**config.mk**
```make
export PLATFORM = sky130hd
export DESIGN_NAME = terminal_text_cell_layout
export DESIGN_NICKNAME = d
export VERILOG_FILES = /design/src/design/tcl_pkg.sv /design/src/design/tcl_front.sv /design/src/design/tcl_queue.sv /design/src/design/tcl_back.sv /design/src/design/terminal_text_cell_layout.sv
export SDC_FILE = /design/constraint.sdc
export NUM_CORES = 2
export LEC_CHECK = 0
export BUFFER_PORTS_ARGS = -buffer_cell sky130_fd_sc_hd__buf_2
export CAP_MARGIN = 0
export CORE_UTILIZATION = 30
export DETAILED_ROUTE_END_ITERATION = 10
export GPL_TIMING_DRIVEN = 0
export PLACE_DENSITY = 0.43
export SYNTH_ARGS = -nofsm -noshare
export SYNTH_HDL_FRONTEND = slang
export SYNTH_SLANG_ARGS = --single-unit
```
**constraint.sdc**
```tcl
create_clock -name clk -period 14.3 [get_ports clk]
set_input_delay 1.43 -clock clk [delete_from_list [all_inputs] [get_ports clk]]
set_output_delay 1.43 -clock clk [all_outputs]
set_load 0.02 [all_outputs]
```
**src/design/tcl_pkg.sv**
```systemverilog
// shared types and constants for the terminal text cell layout block
package tcl_pkg;

	localparam int MAX_ROWS = 128;
	localparam int MAX_COLS = 256;
	localparam int QDEPTH = 4;
	localparam int QPTR_W = $clog2(QDEPTH);
	localparam int ROW_W = $clog2(MAX_ROWS);

	localparam logic [7:0] CH_ESC = 8'h1B;
	localparam logic [7:0] CH_LBRACKET = 8'h5B;
	localparam logic [7:0] CH_NEWLINE = 8'h0A;

	typedef enum logic [1:0] {
		FUNC_START = 2'd0,
		FUNC_BYTE  = 2'd1,
		FUNC_END   = 2'd2,
		FUNC_NONE  = 2'd3
	} func_t;

	typedef enum logic [1:0] {
		KIND_CELL  = 2'd0,
		KIND_DONE  = 2'd1,
		KIND_ERROR = 2'd2
	} kind_t;

	typedef enum logic [1:0] {
		MODE_NORMAL = 2'd0,
		MODE_ESC    = 2'd1,
		MODE_CSI    = 2'd2
	} mode_t;

	typedef struct packed {
		kind_t             kind;
		logic [ROW_W-1:0]  row;
		logic [7:0]        col;
		logic [31:0]       bytes;
		logic [2:0]        count;
		logic [1:0]        width;
		logic [7:0]        rows_taken;
		logic [7:0]        total_rows;
		logic              last;
	} q_entry_t;

endpackage

```
**src/design/tcl_front.sv**
```systemverilog
// front end: escape parsing, utf-8 decoding, wrapping and row tracking
module tcl_front (
	input  logic                clk,
	input  logic                arst_n,
	input  logic                cfg_we,
	input  logic [9:0]          cfg_wdata,
	input  logic                in_take,
	input  logic [1:0]          in_func,
	input  logic [7:0]          in_first_row,
	input  logic [7:0]          in_byte,
	output logic [1:0]          push_n,
	output tcl_pkg::q_entry_t   push_e0,
	output tcl_pkg::q_entry_t   push_e1
);

	logic [9:0]  tw_q;
	tcl_pkg::mode_t mode_q, mode_d;
	logic [31:0] pchar_q, pchar_d;
	logic [2:0]  phave_q, phave_d, pneed_q, pneed_d;
	logic [1:0]  pwidth_q, pwidth_d;
	logic [10:0] pcol_q, pcol_d;
	logic [7:0]  row_q, row_d;
	logic [10:0] col_q, col_d;
	logic [7:0]  rcnt_q, rcnt_d;
	logic [7:0]  rowcnt_q, rowcnt_d;
	logic        halted_q, halted_d;

	logic [2:0]  need;
	logic [1:0]  w;
	logic [11:0] col_sum;
	logic [8:0]  row_inc;
	logic [31:0] merged;
	logic        in_char;
	logic        letter;
	logic [10:0] base_col;

	always_comb begin
		mode_d = mode_q;
		pchar_d = pchar_q;
		phave_d = phave_q;
		pneed_d = pneed_q;
		pwidth_d = pwidth_q;
		pcol_d = pcol_q;
		row_d = row_q;
		col_d = col_q;
		rcnt_d = rcnt_q;
		rowcnt_d = rowcnt_q;
		halted_d = halted_q;
		push_n = 2'd0;
		push_e0 = '0;
		push_e1 = '0;

		need = 3'd1;
		w = 2'd1;
		if (in_byte[7] == 1'b0) begin
			need = 3'd1; w = 2'd1;
		end else if ((in_byte & 8'hE0) == 8'hC0) begin
			need = 3'd2; w = 2'd1;
		end else if ((in_byte & 8'hF0) == 8'hE0) begin
			need = 3'd3; w = 2'd2;
		end else if ((in_byte & 8'hF8) == 8'hF0) begin
			need = 3'd4; w = 2'd2;
		end
		col_sum = {1'b0, col_q} + 12'(w);
		row_inc = {1'b0, row_q} + 9'd1;
		merged = pchar_q | (32'(in_byte) << {phave_q[1:0], 3'b000});
		in_char = (phave_q != 3'd0) && (phave_q < pneed_q);
		letter = ((in_byte >= 8'h41) && (in_byte <= 8'h5A)) ||
			((in_byte >= 8'h61) && (in_byte <= 8'h7A));
		base_col = col_q;

		if (in_take) begin
			unique case (tcl_pkg::func_t'(in_func))
				tcl_pkg::FUNC_START: begin
					mode_d = tcl_pkg::MODE_NORMAL;
					pchar_d = '0; phave_d = '0; pneed_d = '0;
					pwidth_d = '0; pcol_d = '0;
					col_d = '0; rcnt_d = '0;
					if ({1'b0, in_first_row} >= 9'(tcl_pkg::MAX_ROWS)) begin
						halted_d = 1'b1;
						push_n = 2'd1;
						push_e0.kind = tcl_pkg::KIND_ERROR;
						push_e0.last = 1'b1;
					end else begin
						halted_d = 1'b0;
						row_d = in_first_row;
						if (in_first_row >= rowcnt_q)
							rowcnt_d = in_first_row + 8'd1;
					end
				end
				tcl_pkg::FUNC_END: begin
					if (!halted_q && in_char) begin
						// truncated character goes out first, missing bytes zero
						if (pcol_q < 11'(tcl_pkg::MAX_COLS)) begin
							push_e0.kind = tcl_pkg::KIND_CELL;
							push_e0.row = row_q[tcl_pkg::ROW_W-1:0];
							push_e0.col = pcol_q[7:0];
							push_e0.bytes = pchar_q;
							push_e0.count = pneed_q;
							push_e0.width = pwidth_q;
							push_e1.kind = tcl_pkg::KIND_DONE;
							push_e1.rows_taken = rcnt_q + {7'd0, col_q != 11'd0};
							push_e1.total_rows = rowcnt_q;
							push_e1.last = 1'b1;
							push_n = 2'd2;
						end
					end
					if (push_n == 2'd0) begin
						push_e0.kind = tcl_pkg::KIND_DONE;
						push_e0.rows_taken = rcnt_q + {7'd0, col_q != 11'd0};
						push_e0.total_rows = rowcnt_q;
						push_e0.last = 1'b1;
						push_n = 2'd1;
					end
					pchar_d = '0; phave_d = '0; pneed_d = '0;
					mode_d = tcl_pkg::MODE_NORMAL;
					halted_d = 1'b1;
				end
				tcl_pkg::FUNC_BYTE: begin
					if (!halted_q) begin
						if (in_char) begin
							pchar_d = merged;
							phave_d = phave_q + 3'd1;
							if (phave_q + 3'd1 >= pneed_q) begin
								phave_d = '0; pneed_d = '0; pchar_d = '0;
								if (pcol_q < 11'(tcl_pkg::MAX_COLS)) begin
									push_n = 2'd1;
									push_e0.kind = tcl_pkg::KIND_CELL;
									push_e0.row = row_q[tcl_pkg::ROW_W-1:0];
									push_e0.col = pcol_q[7:0];
									push_e0.bytes = merged;
									push_e0.count = pneed_q;
									push_e0.width = pwidth_q;
									push_e0.last = 1'b1;
								end
							end
						end else if (mode_q == tcl_pkg::MODE_CSI) begin
							if (letter)
								mode_d = tcl_pkg::MODE_NORMAL;
						end else if (mode_q == tcl_pkg::MODE_ESC &&
							in_byte == tcl_pkg::CH_LBRACKET) begin
							mode_d = tcl_pkg::MODE_CSI;
						end else begin
							mode_d = tcl_pkg::MODE_NORMAL;
							if (in_byte == tcl_pkg::CH_ESC) begin
								mode_d = tcl_pkg::MODE_ESC;
							end else if (in_byte == tcl_pkg::CH_NEWLINE ||
								col_sum > {2'b00, tw_q}) begin
								// newline or wrap: next row
								row_d = row_inc[7:0];
								col_d = '0;
								base_col = '0;
								rcnt_d = rcnt_q + 8'd1;
								if (row_inc >= 9'(tcl_pkg::MAX_ROWS))
									halted_d = 1'b1;
								else if (row_inc[7:0] >= rowcnt_q)
									rowcnt_d = row_q + 8'd2;
							end
							if (in_byte != tcl_pkg::CH_ESC &&
								in_byte != tcl_pkg::CH_NEWLINE && !halted_d) begin
								pcol_d = base_col;
								pwidth_d = w;
								col_d = base_col + 11'(w);
								if (need == 3'd1) begin
									phave_d = '0; pneed_d = '0; pchar_d = '0;
									if (base_col < 11'(tcl_pkg::MAX_COLS)) begin
										push_n = 2'd1;
										push_e0.kind = tcl_pkg::KIND_CELL;
										push_e0.row = row_d[tcl_pkg::ROW_W-1:0];
										push_e0.col = base_col[7:0];
										push_e0.bytes = 32'(in_byte);
										push_e0.count = 3'd1;
										push_e0.width = w;
										push_e0.last = 1'b1;
									end
								end else begin
									pchar_d = 32'(in_byte);
									phave_d = 3'd1;
									pneed_d = need;
								end
							end
						end
					end
				end
				default: begin
				end
			endcase
		end
	end

	always_ff @(posedge clk or negedge arst_n) begin
		if (!arst_n) begin
			tw_q <= 10'd80;
			mode_q <= tcl_pkg::MODE_NORMAL;
			pchar_q <= '0;
			phave_q <= '0;
			pneed_q <= '0;
			pwidth_q <= '0;
			pcol_q <= '0;
			row_q <= '0;
			col_q <= '0;
			rcnt_q <= '0;
			rowcnt_q <= '0;
			halted_q <= 1'b0;
		end else begin
			if (cfg_we)
				tw_q <= cfg_wdata;
			mode_q <= mode_d;
			pchar_q <= pchar_d;
			phave_q <= phave_d;
			pneed_q <= pneed_d;
			pwidth_q <= pwidth_d;
			pcol_q <= pcol_d;
			row_q <= row_d;
			col_q <= col_d;
			rcnt_q <= rcnt_d;
			rowcnt_q <= rowcnt_d;
			halted_q <= halted_d;
		end
	end

endmodule

```
**src/design/tcl_queue.sv**
```systemverilog
// short result queue between front and back, takes up to two entries a cycle
module tcl_queue (
	input  logic                clk,
	input  logic                arst_n,
	input  logic [1:0]          push_n,
	input  tcl_pkg::q_entry_t   push_e0,
	input  tcl_pkg::q_entry_t   push_e1,
	output logic                room2,
	input  logic                pop,
	output logic                not_empty,
	output tcl_pkg::q_entry_t   head
);

	tcl_pkg::q_entry_t mem_q [tcl_pkg::QDEPTH];
	logic [tcl_pkg::QPTR_W-1:0] wr_q, rd_q;
	logic [tcl_pkg::QPTR_W:0]   cnt_q;
	logic [tcl_pkg::QPTR_W-1:0] wr1;

	assign wr1 = wr_q + tcl_pkg::QPTR_W'(1);
	assign not_empty = cnt_q != '0;
	assign room2 = cnt_q <= (tcl_pkg::QPTR_W+1)'(tcl_pkg::QDEPTH - 2);
	assign head = mem_q[rd_q];

	always_ff @(posedge clk) begin
		if (push_n != 2'd0)
			mem_q[wr_q] <= push_e0;
		if (push_n == 2'd2)
			mem_q[wr1] <= push_e1;
	end

	always_ff @(posedge clk or negedge arst_n) begin
		if (!arst_n) begin
			wr_q <= '0;
			rd_q <= '0;
			cnt_q <= '0;
		end else begin
			wr_q <= wr_q + tcl_pkg::QPTR_W'(push_n);
			if (pop)
				rd_q <= rd_q + tcl_pkg::QPTR_W'(1);
			cnt_q <= cnt_q + (tcl_pkg::QPTR_W+1)'(push_n) -
				(tcl_pkg::QPTR_W+1)'(pop);
		end
	end

`ifndef SYNTH
	a_cnt_bound: assert property (@(posedge clk) disable iff (!arst_n)
		cnt_q <= (tcl_pkg::QPTR_W+1)'(tcl_pkg::QDEPTH))
		else $error("queue count beyond depth");
	a_no_underflow: assert property (@(posedge clk) disable iff (!arst_n)
		pop |-> not_empty)
		else $error("pop from empty queue");
	a_no_overflow: assert property (@(posedge clk) disable iff (!arst_n)
		(push_n != 2'd0) |-> room2)
		else $error("push without room");
`endif

endmodule

```
**src/design/tcl_back.sv**
```systemverilog
// back end: row length memory update and registered result output
module tcl_back (
	input  logic                clk,
	input  logic                arst_n,
	input  logic                q_not_empty,
	input  tcl_pkg::q_entry_t   q_head,
	output logic                q_pop,
	output logic                out_valid,
	input  logic                out_ready,
	output tcl_pkg::q_entry_t   out_e,
	output logic [8:0]          out_len
);

	logic [8:0] len_mem [tcl_pkg::MAX_ROWS];
	logic [tcl_pkg::MAX_ROWS-1:0] vld_q;

	logic               s1_valid_q;
	tcl_pkg::q_entry_t  s1_e_s1;
	logic [8:0]         rd_data_s1;
	logic               rd_vld_s1;
	logic               byp_s1;
	logic [8:0]         byp_len_s1;

	logic               out_valid_q;
	tcl_pkg::q_entry_t  out_e_q;
	logic [8:0]         out_len_q;

	logic       s1_adv;
	logic       s1_cell;
	logic [8:0] old_len, new_len, col_p1;

	assign s1_adv = s1_valid_q && (!out_valid_q || out_ready);
	assign q_pop = q_not_empty && (!s1_valid_q || s1_adv);
	assign s1_cell = s1_e_s1.kind == tcl_pkg::KIND_CELL;
	assign old_len = byp_s1 ? byp_len_s1 : (rd_vld_s1 ? rd_data_s1 : 9'd0);
	assign col_p1 = {1'b0, s1_e_s1.col} + 9'd1;
	assign new_len = (col_p1 > old_len) ? col_p1 : old_len;

	always_ff @(posedge clk) begin
		if (q_pop) begin
			rd_data_s1 <= len_mem[q_head.row];
			s1_e_s1 <= q_head;
			// same row leaving s1 this cycle: take the fresh length
			byp_s1 <= s1_adv && s1_cell && (s1_e_s1.row == q_head.row);
			byp_len_s1 <= new_len;
		end
		if (s1_adv && s1_cell)
			len_mem[s1_e_s1.row] <= new_len;
		if (s1_adv) begin
			out_e_q <= s1_e_s1;
			out_len_q <= s1_cell ? new_len : 9'd0;
		end
	end

	always_ff @(posedge clk or negedge arst_n) begin
		if (!arst_n) begin
			vld_q <= '0;
			rd_vld_s1 <= 1'b0;
			s1_valid_q <= 1'b0;
			out_valid_q <= 1'b0;
		end else begin
			if (q_pop)
				rd_vld_s1 <= vld_q[q_head.row];
			if (s1_adv && s1_cell)
				vld_q[s1_e_s1.row] <= 1'b1;
			if (q_pop)
				s1_valid_q <= 1'b1;
			else if (s1_adv)
				s1_valid_q <= 1'b0;
			if (s1_adv)
				out_valid_q <= 1'b1;
			else if (out_ready)
				out_valid_q <= 1'b0;
		end
	end

	assign out_valid = out_valid_q;
	assign out_e = out_e_q;
	assign out_len = out_len_q;

`ifndef SYNTH
	a_hold: assert property (@(posedge clk) disable iff (!arst_n)
		(out_valid_q && !out_ready) |=> out_valid_q && $stable(out_len_q))
		else $error("stalled result changed");
	a_len_nonzero: assert property (@(posedge clk) disable iff (!arst_n)
		(out_valid_q && out_e_q.kind == tcl_pkg::KIND_CELL) |->
		(out_len_q > {1'b0, out_e_q.col}))
		else $error("line length below cell column");
	a_s1_from_queue: assert property (@(posedge clk) disable iff (!arst_n)
		$rose(s1_valid_q) |-> $past(q_not_empty))
		else $error("stage one filled without queue entry");
`endif

endmodule

```
**src/design/terminal_text_cell_layout.sv**
```systemverilog
// top level of the terminal text cell layout block
// Lays a byte stream out as terminal cells. For every input item taken,
// the front end updates the cursor, escape parser and pending utf-8 character
// in one step and places up to two results in a four-entry queue, so s_tready stays
// high while the queue has room for two. The back end reads the 128-entry row length
// memory a stage ahead of its update (same-row results are forwarded) and delivers one
// result a cycle through a registered output while m_tready is high, so the sustained
// rate is one item per cycle unless an end item with a truncated character adds a second result.
// Row lengths start at zero after reset through per-row valid bits; no clearing pass.
module terminal_text_cell_layout (
	input  logic        clk,
	input  logic        arst_n,
	input  logic        cfg_valid,
	output logic        cfg_ready,
	input  logic [9:0]  cfg_data,      // wrap width in columns
	input  logic        s_tvalid,
	output logic        s_tready,
	input  logic [15:0] s_tdata,       // first row, text byte
	input  logic [1:0]  s_tuser,       // func
	output logic        m_tvalid,
	input  logic        m_tready,
	output logic [79:0] m_tdata,       // cell_row, cell_col, cell_bytes, byte_count,
	                                   // cell_width, line_length, rows taken,
	                                   // total_rows, zero pad
	output logic [1:0]  m_tuser,       // kind
	output logic        m_tlast        // last
);

	logic [1:0]         push_n;
	tcl_pkg::q_entry_t  push_e0, push_e1, q_head, out_e;
	logic               room2, q_pop, q_not_empty;
	logic [8:0]         out_len;

	assign cfg_ready = 1'b1;
	assign s_tready = room2;

	tcl_front u_front (
		.clk(clk), .arst_n(arst_n),
		.cfg_we(cfg_valid && cfg_ready), .cfg_wdata(cfg_data),
		.in_take(s_tvalid && s_tready), .in_func(s_tuser),
		.in_first_row(s_tdata[7:0]), .in_byte(s_tdata[15:8]),
		.push_n(push_n), .push_e0(push_e0), .push_e1(push_e1)
	);

	tcl_queue u_queue (
		.clk(clk), .arst_n(arst_n),
		.push_n(push_n), .push_e0(push_e0), .push_e1(push_e1),
		.room2(room2), .pop(q_pop), .not_empty(q_not_empty), .head(q_head)
	);

	tcl_back u_back (
		.clk(clk), .arst_n(arst_n),
		.q_not_empty(q_not_empty), .q_head(q_head), .q_pop(q_pop),
		.out_valid(m_tvalid), .out_ready(m_tready),
		.out_e(out_e), .out_len(out_len)
	);

	assign m_tuser = out_e.kind;
	assign m_tlast = out_e.last;
	assign m_tdata = {3'b000, out_e.total_rows, out_e.rows_taken, out_len,
		out_e.width, out_e.count, out_e.bytes, out_e.col, out_e.row};

endmodule

```
==> impl_metrics.json <==
{
  "tightest_slew_ps": 1420,
  "seqCellArea_mm2": 0.0520,
  "layout_min_cycle_time_ps": 7490,
  "fp-row-count": 184,
  "yosysUniqueCellTypes": 93,
  "antenna_left": 0,
  "globalplace.congestion": 0.922,
  "final-max-slew-violation-count": 0,
  "status": "completed",
  "post_cts_buffers": 0,
  "synth_cells": 5703,
  "dieArea_mm2": 0.257,
  "setup_viol": 0,
  "avgSynthCellArea_um2": 13.4,
  "p_leak_nw": 30.9,
  "viasPerCell": 5.15,
  "grt_pass1_vias": 49800,
  "ys.flop_type": "edfxtp_1",
  "num_vias": 49400,
  "r2r-start": "u_front.col_q[2]",
  "fp.dieW_um": 507,
  "drive_above_1_share_pct": 15.5,
  "initial_core_util_pct": 30.3,
  "cts_buffers": 205,
  "fin_crit_sh_pct": 52.4,
  "cts_resized": 0,
  "hold_viol": 0,
  "multi_input_area_mm2": 0.0223,
  "worstSkewPairLatency_ps": 880,
  "crit_arrival_ps": 8210,
  "critPathKind": "in2reg",
  "grt_use_total_pct": 20.4,
  "reg2reg_depth": 19,
  "setup_ws_ps": 6810,
  "clockBufferDepth": 3,
  "p_per_area_mw_per_mm2": 210,
  "wl_per_cell_um": 27.6,
  "holdCritPathClass": "reg2reg",
  "holdBufCountCts": 0,
  "synth_edf_count": 1394,
  "coreArea_mm2": 0.252,
  "crit_path_end_kind": "flop",
  "clkSlewWorstSetupHoldPaths_ps": 60,
  "pin_count": 119,
  "io_buffer_count": 110,
  "antenna_found_initial": 9,
  "vdd_drop_max_uv": 185,
  "gr-total-overflow": 0,
  "cts.sinks": 1843,
  "netlist_area_mm2": 0.0764,
  "first_pass_iters": 5,
  "synthArstFlopShare_pct": 12.9,
  "fmax_ghz": 0.133,
  "cts_max_level": 4,
  "fill_cells": 24800,
  "relSlewSlack_pct": 4.65,
  "regToRegEndpoint": "u_front.col_q[10]",
  "drt_iter0_drc": 4713,
  "die_h_um": 507,
  "drc": 0,
  "cp-start-kind": "input pin",
  "yosys_warnings": 0,
  "hpwl_mm": 187,
  "grt_pass1_wl_mm": 374,
  "clockRootBuffer": "clkbuf_16",
  "finClkSkew_ps": 49.3,
  "finalSetupTns_ps": 0,
  "hold_start": "u_back.s1_e_s1[13]",
  "crit_fanout": 10,
  "reg2reg_slack_ps": 8070,
  "hold_depth": 0,
  "hold_end": "u_back.out_e[13]",
  "required_ps": 15010,
  "cts_tree": "done",
  "post-place-ws_ps": 5980,
  "synth.yosys.seq_area_share_pct": 68.1,
  "nets": 6175,
  "cap_violations": 0,
  "rsz0062_at_grt": "no",
  "synth_seq_cells": 1843,
  "grt_max_degree": 100,
  "drt-total-wl_mm": 265,
  "area_growth_pct": 16.7
}
[report_power, final]
part           leakage [nW]  internal, mW  switching, mW
Clock                  3.23          2.93           2.28
Combinational          9.89          1.74           4.06
Sequential             17.8          7.48          0.268
[layout make-up]
type | count | share of cell area (%)
flip-flops and latches | 1843 | 58.4
clock buffers | 265 | 6.26
inverters | 83 | 0.364
well taps | 3348 | 4.70
clock inverters | 117 | 1.11
multi-input cells | 3400 | 25.0
plain buffers | 379 | 2.11
repair buffers | 163 | 2.05
diodes | 4 | 0.0112
[how the worst max path moves through the flow]
stage / startpoint / slack (ps) / cells after the start / end
global route: s_tdata[12] / 6330 / 24 / u_front.col_q[10]
global placement: u_back.rd_vld_s1 / -890 / 12 / u_back.len_mem[104][3]
finish: s_tdata[12] / 6810 / 24 / u_front.col_q[10]
floorplan: u_back.s1_e_s1[54] / 7370 / 12 / u_back.byp_len_s1[5]
CTS: s_tdata[12] / 6870 / 24 / u_front.col_q[10]
detailed placement: s_tdata[12] / 5980 / 24 / u_front.col_q[10]
[logic make-up (layout without fill, tap and decap cells)]
group | Yosys count | in the layout | synth area share [%]
buffers and inverters | 462 | 1007 | 2.86
AOI/OAI and AO/OA | 1024 | 1024 | 8.65
DFF | 1843 | 1843 | 68.1
adders and majority gates | 67 | 67 | 1.13
and+or+nand+nor | 1858 | 1858 | 10.8
other | 2 | 8 | 0.00983
xor gates and xnor gates | 49 | 49 | 0.562
muxes | 398 | 398 | 7.85
[sequential cells by signal (all words and copies together), names as in the netlist, 2 cells and up]
register and count:
u_front.mode_q 2, u_queue.wr_q 2, u_front.row_q 8, u_back.len_mem 1152, u_queue.rd_q 2, u_queue.mem_q 284, u_back.vld_q 128, u_front.rowcnt_q 8
u_back.out_len 9, u_front.pwidth_q 2, u_front.tw_q 10, u_front.pchar_q 32, u_front.rcnt_q 8, u_front.phave_q 3, u_front.pneed_q 3, u_back.out_e 71
u_front.pcol_q 11, u_back.byp_len_s1 9, u_queue.cnt_q 3, u_back.rd_data_s1 9, u_front.col_q 11, u_back.s1_e_s1 71
[layer usage]
layer	vias to the layer above	GRT usage, %	wire (um)	share of wire [%]
met5	-	0	12	0.0045
met4	2	6.91	9110	3.4
met3	405	3.24	13700	5.2
met2	1495	34.0	127000	48
met1	25500	26.9	115000	43
li1	22000	-	-	-
[worst max-delay path: stages]
cell	delay (ps)
buf_2	100
clkbuf_1	460
nand2_1	150
nand4_1	310
inv_1	210
ha_1	320
a21oi_1	120
nor3_1	330
nand3_1	140
xnor2_1	160
ha_1	320
a211oi_1	210
o21ai_0	170
o21ai_0	830
nand2_1	400
clkbuf_1	370
nor2_1	220
ha_1	200
inv_1	70
fa_1	460
nor3_1	330
nand2_1	120
or3_1	390
o41ai_1	360
[cells in the final DEF, fill, tap and decap left out, types with 22 or more instances in the layout]
master	n
a21oi_1	372
buf_12	28
and2_1	22
nor3_1	51
ha_1	64
o21ai_0	162
dfrtp_1	235
clkinv_1	42
a211o_1	23
buf_4	35
dfxtp_1	212
buf_2	198
o221ai_1	27
mux4_2	160
o22ai_1	52
or2_2	135
nand2_1	893
mux2i_1	218
clkbuf_16	210
a31oi_1	100
buf_1	23
nand3_1	206
clkbuf_1	248
and3_1	41
nor2b_1	75
clkinv_2	41
nand4_1	37
inv_1	74
o31ai_1	22
xnor2_1	33
buf_16	28
nor2_1	339
edfxtp_1	1394
a311oi_1	29
a211oi_1	69
[through the flow]
stage               hold slack, ps  instance area (um2)  instances  power, mW  util [%]
floorplan                      400                76400       5705       10.5         -
detailed placement             405                82600       9216       13.6      32.7
finish                         416                89100       9602       18.8      35.3
global route                   424                89100       9599       19.4      35.3
global placement               405                81200       9163       12.6      32.2
CTS                            417                89100       9598       18.9      35.3
[Yosys cell counts (all sizes together) (37+ instances only)]
cell / n / area [um2]
a211oi: 70 / 531
a21oi: 377 / 1940
a31oi: 100 / 626
and3: 41 / 257
buf: 170 / 1090
clkbuf: 209 / 785
dfrtp: 235 / 5880
dfxtp: 212 / 4240
edfxtp: 1394 / 41900
ha: 64 / 801
inv: 81 / 304
mux2i: 227 / 2270
mux4: 160 / 3600
nand2: 893 / 3350
nand3: 207 / 1040
nand4: 37 / 231
nor2: 339 / 1270
nor2b: 75 / 469
nor3: 52 / 260
o21ai: 166 / 831
o22ai: 52 / 325
or2: 135 / 845
Power figures use the tool's default switching activity.
